$ cat config.mk
export PLATFORM = sky130hd
export DESIGN_NAME = button_gesture_classifier
export DESIGN_NICKNAME = d
export VERILOG_FILES = /design/src/hw/rtl/bgc_pkg.sv /design/src/hw/rtl/bgc_front.sv /design/src/hw/rtl/bgc_queue.sv /design/src/hw/rtl/bgc_back.sv /design/src/hw/rtl/button_gesture_classifier.sv
export VERILOG_INCLUDE_DIRS = /design/src /design/src/hw/rtl
export SDC_FILE = /design/constraint.sdc
export NUM_CORES = 1
export LEC_CHECK = 0
export BUFFER_PORTS_ARGS = -buffer_cell sky130_fd_sc_hd__buf_4
export CAP_MARGIN = 20
export CORE_ASPECT_RATIO = 1.1
export CORE_MARGIN = 2
export CORE_UTILIZATION = 50
export DETAILED_ROUTE_END_ITERATION = 16
export PLACE_DENSITY = 0.72
export RECOVER_POWER = 50
export SETUP_SLACK_MARGIN = 0.4
export SLEW_MARGIN = 25
export SYNTH_ARGS = -nofsm -noshare
export SYNTH_HDL_FRONTEND = slang
export SYNTH_HIERARCHICAL = 1
export SYNTH_SLANG_ARGS = --single-unit
$ cat constraint.sdc
create_clock -name clk -period 6.6 [get_ports clk]
set_input_delay 1.32 -clock clk [delete_from_list [all_inputs] [get_ports clk]]
set_output_delay 1.32 -clock clk [all_outputs]
set_load 0.01 [all_outputs]
$ cat src/hw/rtl/assert_macros.svh
// Assertion macros used by button_gesture_classifier for its concurrent checks.
// No dependencies.
`ifndef ASSERT_MACROS_SVH
`define ASSERT_MACROS_SVH

// Same-cycle implication, disabled during reset.
`define ASSERT_IMPLIES(label, clk, rst, ante, cons) \
  label: assert property (@(posedge clk) disable iff (rst) (ante) |-> (cons)) \
    else $error("assertion failed: implication");

// Next-cycle implication, disabled during reset.
`define ASSERT_NEXT(label, clk, rst, ante, cons) \
  label: assert property (@(posedge clk) disable iff (rst) (ante) |=> (cons)) \
    else $error("assertion failed: next-cycle implication");

`endif

$ cat src/hw/rtl/bgc_pkg.sv
// Types, codes and defaults shared by the button gesture classifier modules.
// No dependencies.
package bgc_pkg;

  localparam int BGC_TIME_BITS       = 32;
  localparam int BGC_ADC_BITS        = 12;
  localparam int BGC_REPEAT_DELAY_MS = 700;
  localparam int BGC_WINDOW_RESET    = 280;

  localparam int PIN_W    = 12;
  localparam int NOW_W    = 32;
  localparam int MS_W     = 16;
  localparam int TALLY_W  = 8;
  localparam int CFG_IDX_W = 2;
  localparam int CFG_DATA_W = 16;

  typedef enum logic [CFG_IDX_W-1:0] {
    REG_LONG_PRESS = 2'd0,
    REG_WINDOW     = 2'd1,
    REG_ACTIVE_LOW = 2'd2,
    REG_ANALOG_THR = 2'd3
  } bgc_reg_t;

  typedef enum logic [2:0] {
    EV_NONE   = 3'd0,
    EV_CLICK  = 3'd1,
    EV_DOUBLE = 3'd2,
    EV_TRIPLE = 3'd3,
    EV_LONG   = 3'd4
  } bgc_event_t;

  typedef struct packed {
    logic [MS_W-1:0]  long_press_ms;
    logic [MS_W-1:0]  window_ms;
    logic             active_low;
    logic [PIN_W-1:0] adc_threshold;
  } bgc_cfg_t;

  typedef struct packed {
    logic strobe;
    logic level;
  } bgc_relevel_t;

  typedef struct packed {
    logic op_cancel;
    logic level;
    logic pressed;
    logic rpt;
  } bgc_flags_t;

endpackage

$ cat src/hw/rtl/bgc_front.sv
// Front end: turns a raw pin sample into a level and a qualified pressed flag.
// Depends on bgc_pkg.
module bgc_front import bgc_pkg::*; #(
  parameter int ADC_BITS = BGC_ADC_BITS
) (
  input  bgc_cfg_t         cfg,
  input  logic             operation,
  input  logic [PIN_W-1:0] pin_sample,
  input  logic             repeat_enable,
  output bgc_flags_t       flags
);

  localparam int AdcKeep = (ADC_BITS < PIN_W) ? ADC_BITS : PIN_W;
  localparam logic [PIN_W-1:0] AdcMask = PIN_W'((64'd1 << AdcKeep) - 64'd1);

  logic [PIN_W-1:0] sample;
  logic             analog;
  logic             level;

  always_comb begin
    sample = pin_sample & AdcMask;
    analog = (cfg.adc_threshold != '0);
    level  = analog ? (sample < cfg.adc_threshold) : sample[0];
    flags.op_cancel = operation;
    flags.level     = level;
    flags.pressed   = analog ? level : (level ^ cfg.active_low);
    flags.rpt       = repeat_enable;
  end

endmodule

$ cat src/hw/rtl/bgc_queue.sv
// Two-entry queue that decouples the front end from the gesture back end.
// Depends on bgc_pkg.
module bgc_queue import bgc_pkg::*; #(
  parameter int W = 8
) (
  input  logic         clk,
  input  logic         rst,
  input  logic         push,
  input  logic [W-1:0] push_data,
  input  logic         pop,
  output logic [W-1:0] pop_data,
  output logic         not_full,
  output logic         not_empty
);

  logic [W-1:0] mem [2];
  logic         wr_ptr;
  logic         rd_ptr;
  logic [1:0]   count;

  always_ff @(posedge clk) begin
    if (push) begin
      mem[wr_ptr] <= push_data;
    end
  end

  always_ff @(posedge clk) begin
    if (rst) begin
      wr_ptr <= 1'b0;
      rd_ptr <= 1'b0;
      count  <= 2'd0;
    end else begin
      if (push) begin
        wr_ptr <= ~wr_ptr;
      end
      if (pop) begin
        rd_ptr <= ~rd_ptr;
      end
      count <= count + 2'(push) - 2'(pop);
    end
  end

  assign pop_data  = mem[rd_ptr];
  assign not_full  = (count != 2'd2);
  assign not_empty = (count != 2'd0);

endmodule

$ cat src/hw/rtl/bgc_back.sv
// Back end: edge tracking, click grouping, long press and repeat, with the
// registered result stage. Depends on bgc_pkg.
module bgc_back import bgc_pkg::*; #(
  parameter int TIME_BITS       = BGC_TIME_BITS,
  parameter int REPEAT_DELAY_MS = BGC_REPEAT_DELAY_MS
) (
  input  logic                 clk,
  input  logic                 rst,
  input  bgc_cfg_t             cfg,
  input  bgc_relevel_t         relevel,
  input  logic                 item_valid,
  input  bgc_flags_t           item_flags,
  input  logic [TIME_BITS-1:0] item_time,
  output logic                 pop,
  output logic                 out_valid,
  input  logic                 out_stall,
  output bgc_event_t           event_code,
  output logic                 pressed_now
);

  localparam logic [TIME_BITS-1:0] RepeatDelay = TIME_BITS'(REPEAT_DELAY_MS);
  localparam logic [TALLY_W-1:0]   TallyMax    = '1;

  logic                 last_level;
  logic                 press_held;
  logic [TIME_BITS-1:0] press_start_time;
  logic [TALLY_W-1:0]   click_tally;
  logic [TIME_BITS-1:0] last_click_stamp;
  logic                 click_waiting;

  logic                 last_level_next;
  logic                 press_held_next;
  logic [TIME_BITS-1:0] press_start_time_next;
  logic [TALLY_W-1:0]   click_tally_next;
  logic [TIME_BITS-1:0] last_click_stamp_next;
  logic                 click_waiting_next;
  bgc_event_t           event_next;

  logic [TIME_BITS-1:0] hold_time;
  logic [TIME_BITS-1:0] quiet_time;
  logic [TIME_BITS-1:0] long_limit;
  logic [TIME_BITS-1:0] window;
  logic                 edge_seen;
  logic                 clicked;
  logic                 long_hit;
  logic [TALLY_W-1:0]   tally_dec;

  assign pop = item_valid && (!out_valid || !out_stall);

  always_comb begin
    hold_time  = item_time - press_start_time;
    quiet_time = item_time - last_click_stamp;
    long_limit = TIME_BITS'(cfg.long_press_ms);
    window     = TIME_BITS'(cfg.window_ms);
    edge_seen  = (item_flags.level != last_level);
    clicked    = 1'b0;
    long_hit   = 1'b0;
    tally_dec  = '0;
    event_next = EV_NONE;

    last_level_next       = last_level;
    press_held_next       = press_held;
    press_start_time_next = press_start_time;
    click_tally_next      = click_tally;
    last_click_stamp_next = last_click_stamp;
    click_waiting_next    = click_waiting;

    if (item_flags.op_cancel) begin
      press_held_next       = 1'b0;
      press_start_time_next = '0;
      click_tally_next      = '0;
      last_click_stamp_next = '0;
      click_waiting_next    = 1'b0;
    end else begin
      if (edge_seen) begin
        last_level_next = item_flags.level;
        if (item_flags.pressed) begin
          press_held_next       = 1'b1;
          press_start_time_next = item_time;
        end else begin
          if (cfg.long_press_ms != '0) begin
            clicked = press_held && (hold_time < long_limit);
          end else begin
            clicked = 1'b1;
          end
          press_held_next       = 1'b0;
          press_start_time_next = '0;
        end
      end
      if (clicked) begin
        if (click_tally != TallyMax) begin
          click_tally_next = click_tally + 1'b1;
        end
        last_click_stamp_next = item_time;
        click_waiting_next    = 1'b1;
      end

      // The hold time is only meaningful when the hold predates this item.
      long_hit = (cfg.long_press_ms != '0) && press_held && !edge_seen &&
                 (hold_time >= long_limit);
      if (long_hit) begin
        if (!click_waiting_next) begin
          event_next = EV_LONG;
        end
        press_held_next       = 1'b0;
        press_start_time_next = '0;
        click_tally_next      = '0;
        last_click_stamp_next = '0;
        click_waiting_next    = 1'b0;
      end

      if (press_held_next && !edge_seen && item_flags.rpt && (hold_time >= RepeatDelay)) begin
        event_next = EV_CLICK;
      end

      if (cfg.window_ms == '0) begin
        if (click_waiting_next && !press_held_next) begin
          event_next = EV_CLICK;
          tally_dec  = (click_tally_next != '0) ? click_tally_next - 1'b1 : '0;
          click_tally_next = tally_dec;
          if (tally_dec == '0) begin
            last_click_stamp_next = '0;
            click_waiting_next    = 1'b0;
          end
        end
      end else if (click_waiting_next && !press_held_next && !clicked &&
                   (quiet_time >= window)) begin
        if (click_tally_next <= TALLY_W'(1)) begin
          event_next = EV_CLICK;
        end else if (click_tally_next == TALLY_W'(2)) begin
          event_next = EV_DOUBLE;
        end else begin
          event_next = EV_TRIPLE;
        end
        click_tally_next      = '0;
        last_click_stamp_next = '0;
        click_waiting_next    = 1'b0;
      end
    end
  end

  always_ff @(posedge clk) begin
    if (rst) begin
      last_level       <= 1'b0;
      press_held       <= 1'b0;
      press_start_time <= '0;
      click_tally      <= '0;
      last_click_stamp <= '0;
      click_waiting    <= 1'b0;
      out_valid        <= 1'b0;
    end else begin
      if (pop) begin
        last_level       <= last_level_next;
        press_held       <= press_held_next;
        press_start_time <= press_start_time_next;
        click_tally      <= click_tally_next;
        last_click_stamp <= last_click_stamp_next;
        click_waiting    <= click_waiting_next;
      end else if (relevel.strobe) begin
        last_level <= relevel.level;
      end
      if (pop) begin
        out_valid <= 1'b1;
      end else if (!out_stall) begin
        out_valid <= 1'b0;
      end
    end
  end

  always_ff @(posedge clk) begin
    if (pop) begin
      event_code  <= event_next;
      pressed_now <= item_flags.pressed;
    end
  end

endmodule

$ cat src/hw/rtl/button_gesture_classifier.sv
// A transferred poll passes through a queue entry and then the result register.
// Throughput: one poll per cycle; the two-entry queue and the result register
// let input and output stall independently.
// Reset (rst, synchronous): queue empty, no result pending, gesture state cleared,
// registers back to long press 0, window 280 ms, active high, digital mode.
// Depends on bgc_pkg, bgc_front, bgc_queue, bgc_back and assert_macros.svh.
`include "assert_macros.svh"

module button_gesture_classifier import bgc_pkg::*; #(
  parameter int TIME_BITS       = BGC_TIME_BITS,
  parameter int ADC_BITS        = BGC_ADC_BITS,
  parameter int REPEAT_DELAY_MS = BGC_REPEAT_DELAY_MS
) (
  input  logic                  clk,
  input  logic                  rst,
  input  logic                  cfg_we,
  input  logic [CFG_IDX_W-1:0]  cfg_index,
  input  logic [CFG_DATA_W-1:0] cfg_data,
  input  logic                  in_valid,
  output logic                  in_stall,
  input  logic                  operation,
  input  logic [PIN_W-1:0]      pin_sample,
  input  logic [NOW_W-1:0]      now_ms,
  input  logic                  repeat_enable,
  output logic                  out_valid,
  input  logic                  out_stall,
  output logic [2:0]            event_code,
  output logic                  pressed_now
);

  localparam int FlagsW = $bits(bgc_flags_t);
  localparam int QW     = FlagsW + TIME_BITS;

  bgc_cfg_t              cfg;
  bgc_relevel_t          relevel;
  bgc_flags_t            in_flags;
  bgc_flags_t            q_flags;
  logic [TIME_BITS+NOW_W-1:0] now_wide;
  logic [TIME_BITS-1:0]  in_time;
  logic [QW-1:0]         q_out;
  logic                  q_push;
  logic                  q_pop;
  logic                  q_not_full;
  logic                  q_not_empty;
  bgc_event_t            ev;

  always_ff @(posedge clk) begin
    if (rst) begin
      cfg.long_press_ms    <= '0;
      cfg.window_ms        <= MS_W'(BGC_WINDOW_RESET);
      cfg.active_low       <= 1'b0;
      cfg.adc_threshold    <= '0;
      relevel              <= '0;
    end else begin
      relevel.strobe <= cfg_we &&
                        (bgc_reg_t'(cfg_index) inside {REG_ACTIVE_LOW, REG_ANALOG_THR});
      if (cfg_we) begin
        unique case (bgc_reg_t'(cfg_index))
          REG_LONG_PRESS: cfg.long_press_ms <= cfg_data[MS_W-1:0];
          REG_WINDOW:     cfg.window_ms     <= cfg_data[MS_W-1:0];
          REG_ACTIVE_LOW: begin
            cfg.active_low <= cfg_data[0];
            relevel.level  <= (cfg.adc_threshold == '0) && cfg_data[0];
          end
          REG_ANALOG_THR: begin
            cfg.adc_threshold <= cfg_data[PIN_W-1:0];
            relevel.level     <= (cfg_data[PIN_W-1:0] == '0) && cfg.active_low;
          end
          default: ;
        endcase
      end
    end
  end

  assign now_wide = {{TIME_BITS{1'b0}}, now_ms};
  assign in_time  = now_wide[TIME_BITS-1:0];
  assign in_stall = !q_not_full;
  assign q_push   = in_valid && q_not_full;

  bgc_front #(
    .ADC_BITS(ADC_BITS)
  ) u_front (
    .cfg          (cfg),
    .operation    (operation),
    .pin_sample   (pin_sample),
    .repeat_enable(repeat_enable),
    .flags        (in_flags)
  );

  bgc_queue #(
    .W(QW)
  ) u_queue (
    .clk      (clk),
    .rst      (rst),
    .push     (q_push),
    .push_data({in_flags, in_time}),
    .pop      (q_pop),
    .pop_data (q_out),
    .not_full (q_not_full),
    .not_empty(q_not_empty)
  );

  assign q_flags = bgc_flags_t'(q_out[QW-1:TIME_BITS]);

  bgc_back #(
    .TIME_BITS      (TIME_BITS),
    .REPEAT_DELAY_MS(REPEAT_DELAY_MS)
  ) u_back (
    .clk        (clk),
    .rst        (rst),
    .cfg        (cfg),
    .relevel    (relevel),
    .item_valid (q_not_empty),
    .item_flags (q_flags),
    .item_time  (q_out[TIME_BITS-1:0]),
    .pop        (q_pop),
    .out_valid  (out_valid),
    .out_stall  (out_stall),
    .event_code (ev),
    .pressed_now(pressed_now)
  );

  assign event_code = ev;

  `ASSERT_IMPLIES(a_pop_needs_entry, clk, rst, q_pop, q_not_empty)
  `ASSERT_NEXT(a_queue_drains_to_output, clk, rst, (!out_valid && q_not_empty), out_valid)
  `ASSERT_IMPLIES(a_event_in_range, clk, rst, out_valid, (event_code <= EV_LONG))

endmodule

==> results.sh <==
export IMPL_fin_worst_skew_ns=0.0226
export IMPL_crit_required_ns=7.00
export IMPL_cts_tree="built"
export IMPL_crit_path_capture_type="register"
export IMPL_post_route_cells_drive_above_1_share_pct=17.1
export IMPL_status="finished with violations"
export IMPL_ys_flop_type="sky130_fd_sc_hd__dfxtp_1"
export IMPL_number_of_slew_limit_violations_in_the_final_report=138
export IMPL_netlist_instances=1530
export IMPL_firstDrtPassIters=5
export IMPL_post_synth_top_area_fraction_pct=18.7
export IMPL_final_core_utilization_pct=57.8
export IMPL_worst_slew_pin_slew_ns=3.17
export IMPL_synthDistinctLibCells=97
export IMPL_die_width_um=162
export IMPL_drt_antenna_violating_nets=0
export IMPL_clock_insertion_delay_worst_skew_ns=0.52
export IMPL_cp_data_arrival_time_ns=6.41
export IMPL_power_ir_vdd_worst_mv=0.204
export IMPL_core_area_um2=27000
export IMPL_ys_ff_latch=204
export IMPL_avgSynthCellArea_um2=8.95
export IMPL_stdcell_count=1969
export IMPL_gp_congestion=0.942
export IMPL_startpoint_type_of_the_worst_setup_path="register"
export IMPL_finalWirelength_um=36200
export IMPL_maxClockFrequency_mhz=166
export IMPL_core_rowCount=63
export IMPL_floorplan_die_area_um2=28700
export IMPL_finish_net_count=1778
export IMPL_cts_root_buffer="sky130_fd_sc_hd__clkbuf_16"
export IMPL_ioPinCount=75
export IMPL_grt_start_max_net_pins=70
export IMPL_synth_cell_area_um2=13700
export IMPL_grt_overflow_total=0
export IMPL_initial_utilization_pct=50.8
export IMPL_average_detailed_routed_wire_length_per_instance_um=18.4
export IMPL_cap_violations=3
export IMPL_antenna_found_initial=0
export IMPL_drtIter0Drc=901
export IMPL_netlist_top_cells_area="sky130_fd_sc_hd__dfxtp_1 (19%), sky130_fd_sc_hd__edfxtp_1 (17%), sky130_fd_sc_hd__ha_1 (10%)"
export IMPL_synth_top_cells_by_count="sky130_fd_sc_hd__nand2_1 (178), sky130_fd_sc_hd__a21oi_1 (144), sky130_fd_sc_hd__inv_1 (129), sky130_fd_sc_hd__dfxtp_1 (128), sky130_fd_sc_hd__ha_1 (112)"
export IMPL_clock_tree_buffer_depth=3
export IMPL_hold_class="register to register"
export IMPL_unrepaired_setup_endpoints_after_global_routing="no"
export IMPL_critPathMaxFanout=17
export IMPL_criticalPathCategory="register to register"
export IMPL_numCtsBuffers=23
export IMPL_die_h_um=178
export IMPL_clock_sinks=204
export IMPL_first_global_vias=11307
export IMPL_port_buffers=74
export IMPL_finalHoldViolCount=0
export IMPL_cts_max_level=1
export IMPL_grt_usage_pct=24.5
export IMPL_failed_checks="capacitance limit, slew limit"
export IMPL_hold_buffers=0
export IMPL_diodes=0
export IMPL_drc=0
export IMPL_dp_cells=1910
export IMPL_global_route_wire_length_before_repair_um=57700
export IMPL_powerDensity_nw_per_um2=419
export IMPL_final_setup_viol_count=0
export IMPL_seq_area_frac_synth_pct=35.4
export IMPL_area_growth_pct=13.7
export IMPL_number_of_enable_type_register_cells_in_the_synthesized_netlist=76
export IMPL_synth_async_sr_flop_share_pct=0
export IMPL_finalCriticalPeriod_ns=6.01
export IMPL_route_vias_total=11666
export IMPL_detail_route_vias_per_cell=5.92
export IMPL_setup_tns_final_ns=0
export IMPL_timing_slew_headroom_pct=-111
export IMPL_place_detailed_hpwl_um=25700
export IMPL_leakagePower_nw=5.76
export IMPL_yosys_cell_count_top_type="sky130_fd_sc_hd__nand2_1"
export IMPL_synth_warnings=6
export IMPL_final_period_utilization_pct=91.1
export IMPL_synthesis_nets=1713
export IMPL_synthDominantAreaCellType="sky130_fd_sc_hd__dfxtp_1"
export IMPL_cts_clk_slew_worst_paths_ns=0.06
what timing repair did:
action                     in CTS  in global routing
buffers inserted                0                 13
cloned                          1                  3
pin swaps                       1                 19
resized for setup               5                 60
setup endpoints to repair      31                 42
hold endpoints to repair        0                  0
metal layers:
layer	track usage, %	vias to the layer above	wire length [um]
li1	-	5659	-
met5	0	-	0
met4	6.78	0	1130
met2	43.1	324	17500
met3	2.83	76	1920
met1	31.9	5607	15700
where the power goes:
group	internal, mW	switching [mW]
Combinational	1.57	2.18
Sequential	1.47	0.0672
Clock	0.713	0.522
cell type report:
cell class / count / area [um2]
inverter: 129 / 484
sequential: 204 / 4850
tap: 357 / 447
timing repair buffer: 113 / 871
multi-input combinational: 1124 / 8190
clock buffer: 26 / 618
clock inverter: 16 / 113
fill: 2429 / 11400
final timing paths:
check                                            startpoint                     endpoint  slack (ns)  cells past startpoint
worst max-delay path                               register  u_back/last_click_stamp[25]        0.59                     21
worst min register to register  u_back/press_start_time[23]  u_back/press_start_time[23]        0.45                      2
worst max register to register                     register  u_back/last_click_stamp[25]        0.59                     21
worst min-delay path            u_back/press_start_time[23]  u_back/press_start_time[23]        0.45                      2
through the flow:
stage / power, mW / worst slack, ns / hold WS (ns) / instance area, um2
finish: 6.52 / 0.588 / 0.451 / 15600
global route: 6.98 / 0.316 / 0.468 / 15600
CTS: 6.26 / 0.402 / 0.453 / 15200
detailed placement: 4.97 / 0.306 / 0.445 / 14400
global placement: 4.91 / 0.430 / 0.438 / 14400
floorplan: 4.17 / 0.741 / 0.432 / 13700
cells in the final DEF, fill, tap and decap left out, types with 10 or more instances in the layout:
cell                        count
sky130_fd_sc_hd__o21a_1        14
sky130_fd_sc_hd__edfxtp_1      76
sky130_fd_sc_hd__buf_4         69
sky130_fd_sc_hd__and3_1        12
sky130_fd_sc_hd__clkbuf_1      13
sky130_fd_sc_hd__clkbuf_16     26
sky130_fd_sc_hd__nand4_1       21
sky130_fd_sc_hd__ha_1          98
sky130_fd_sc_hd__clkbuf_4      27
sky130_fd_sc_hd__mux2_4        32
sky130_fd_sc_hd__nor3_1        27
sky130_fd_sc_hd__and2_1        14
sky130_fd_sc_hd__a21oi_2       19
sky130_fd_sc_hd__xnor2_1       37
sky130_fd_sc_hd__inv_1        129
sky130_fd_sc_hd__xor2_1        17
sky130_fd_sc_hd__nand2_2       11
sky130_fd_sc_hd__a21o_1        45
sky130_fd_sc_hd__nand2b_1      14
sky130_fd_sc_hd__dfxtp_1      127
sky130_fd_sc_hd__o211ai_1      10
sky130_fd_sc_hd__nor2b_1       11
sky130_fd_sc_hd__o21ai_0       41
sky130_fd_sc_hd__nand3_1       57
sky130_fd_sc_hd__a22o_1        31
sky130_fd_sc_hd__a21oi_1      136
sky130_fd_sc_hd__nand2_1      178
sky130_fd_sc_hd__nor4_1        18
sky130_fd_sc_hd__nor2_1        65
critical path, stage by stage, from the launching register on:
cell and delay (ns):
sky130_fd_sc_hd__dfxtp_4 0.42, sky130_fd_sc_hd__buf_8 0.24, sky130_fd_sc_hd__mux2_4 0.36, sky130_fd_sc_hd__ha_1 0.41, sky130_fd_sc_hd__a21o_1 0.22, sky130_fd_sc_hd__o21bai_1 0.20
sky130_fd_sc_hd__a311oi_1 0.36, sky130_fd_sc_hd__nor2_1 0.09, sky130_fd_sc_hd__or3_1 0.38, sky130_fd_sc_hd__or4b_1 0.50, sky130_fd_sc_hd__nor4_1 0.33, sky130_fd_sc_hd__a31o_2 0.23
sky130_fd_sc_hd__nand2_2 0.07, sky130_fd_sc_hd__xnor2_1 0.17, sky130_fd_sc_hd__or2_2 0.32, sky130_fd_sc_hd__ha_1 0.32, sky130_fd_sc_hd__and4_1 0.21, sky130_fd_sc_hd__nand4_1 0.13
sky130_fd_sc_hd__o21a_4 0.30, sky130_fd_sc_hd__and3_4 0.23, sky130_fd_sc_hd__clkbuf_16 0.19, sky130_fd_sc_hd__a22o_1 0.18
sequential cells by signal, summed over array words and instances (netlist names), named ones only:
signal / count
cfg: 45
relevel: 2
u_back/click_tally: 8
u_back/click_waiting: 1
u_back/event_code: 3
u_back/last_click_stamp: 32
u_back/last_level: 1
u_back/out_valid: 1
u_back/press_held: 1
u_back/press_start_time: 32
u_back/pressed_now: 1
u_queue/count: 2
u_queue/mem: 72
u_queue/rd_ptr: 1
u_queue/wr_ptr: 1
kinds of logic after synthesis:
kind of cell | Yosys count | synth area share (%)
AND/OR/NAND/NOR | 498 | 18.6
AO/OA/AOI/OAI | 405 | 20.1
buffers and inverters | 204 | 7.03
flip-flops | 204 | 35.4
adder cells (fa/ha/maj) | 114 | 10.5
XOR/XNOR | 57 | 3.74
multiplexers | 48 | 4.69
No activity file was read; power rests on OpenSTA's default activity.
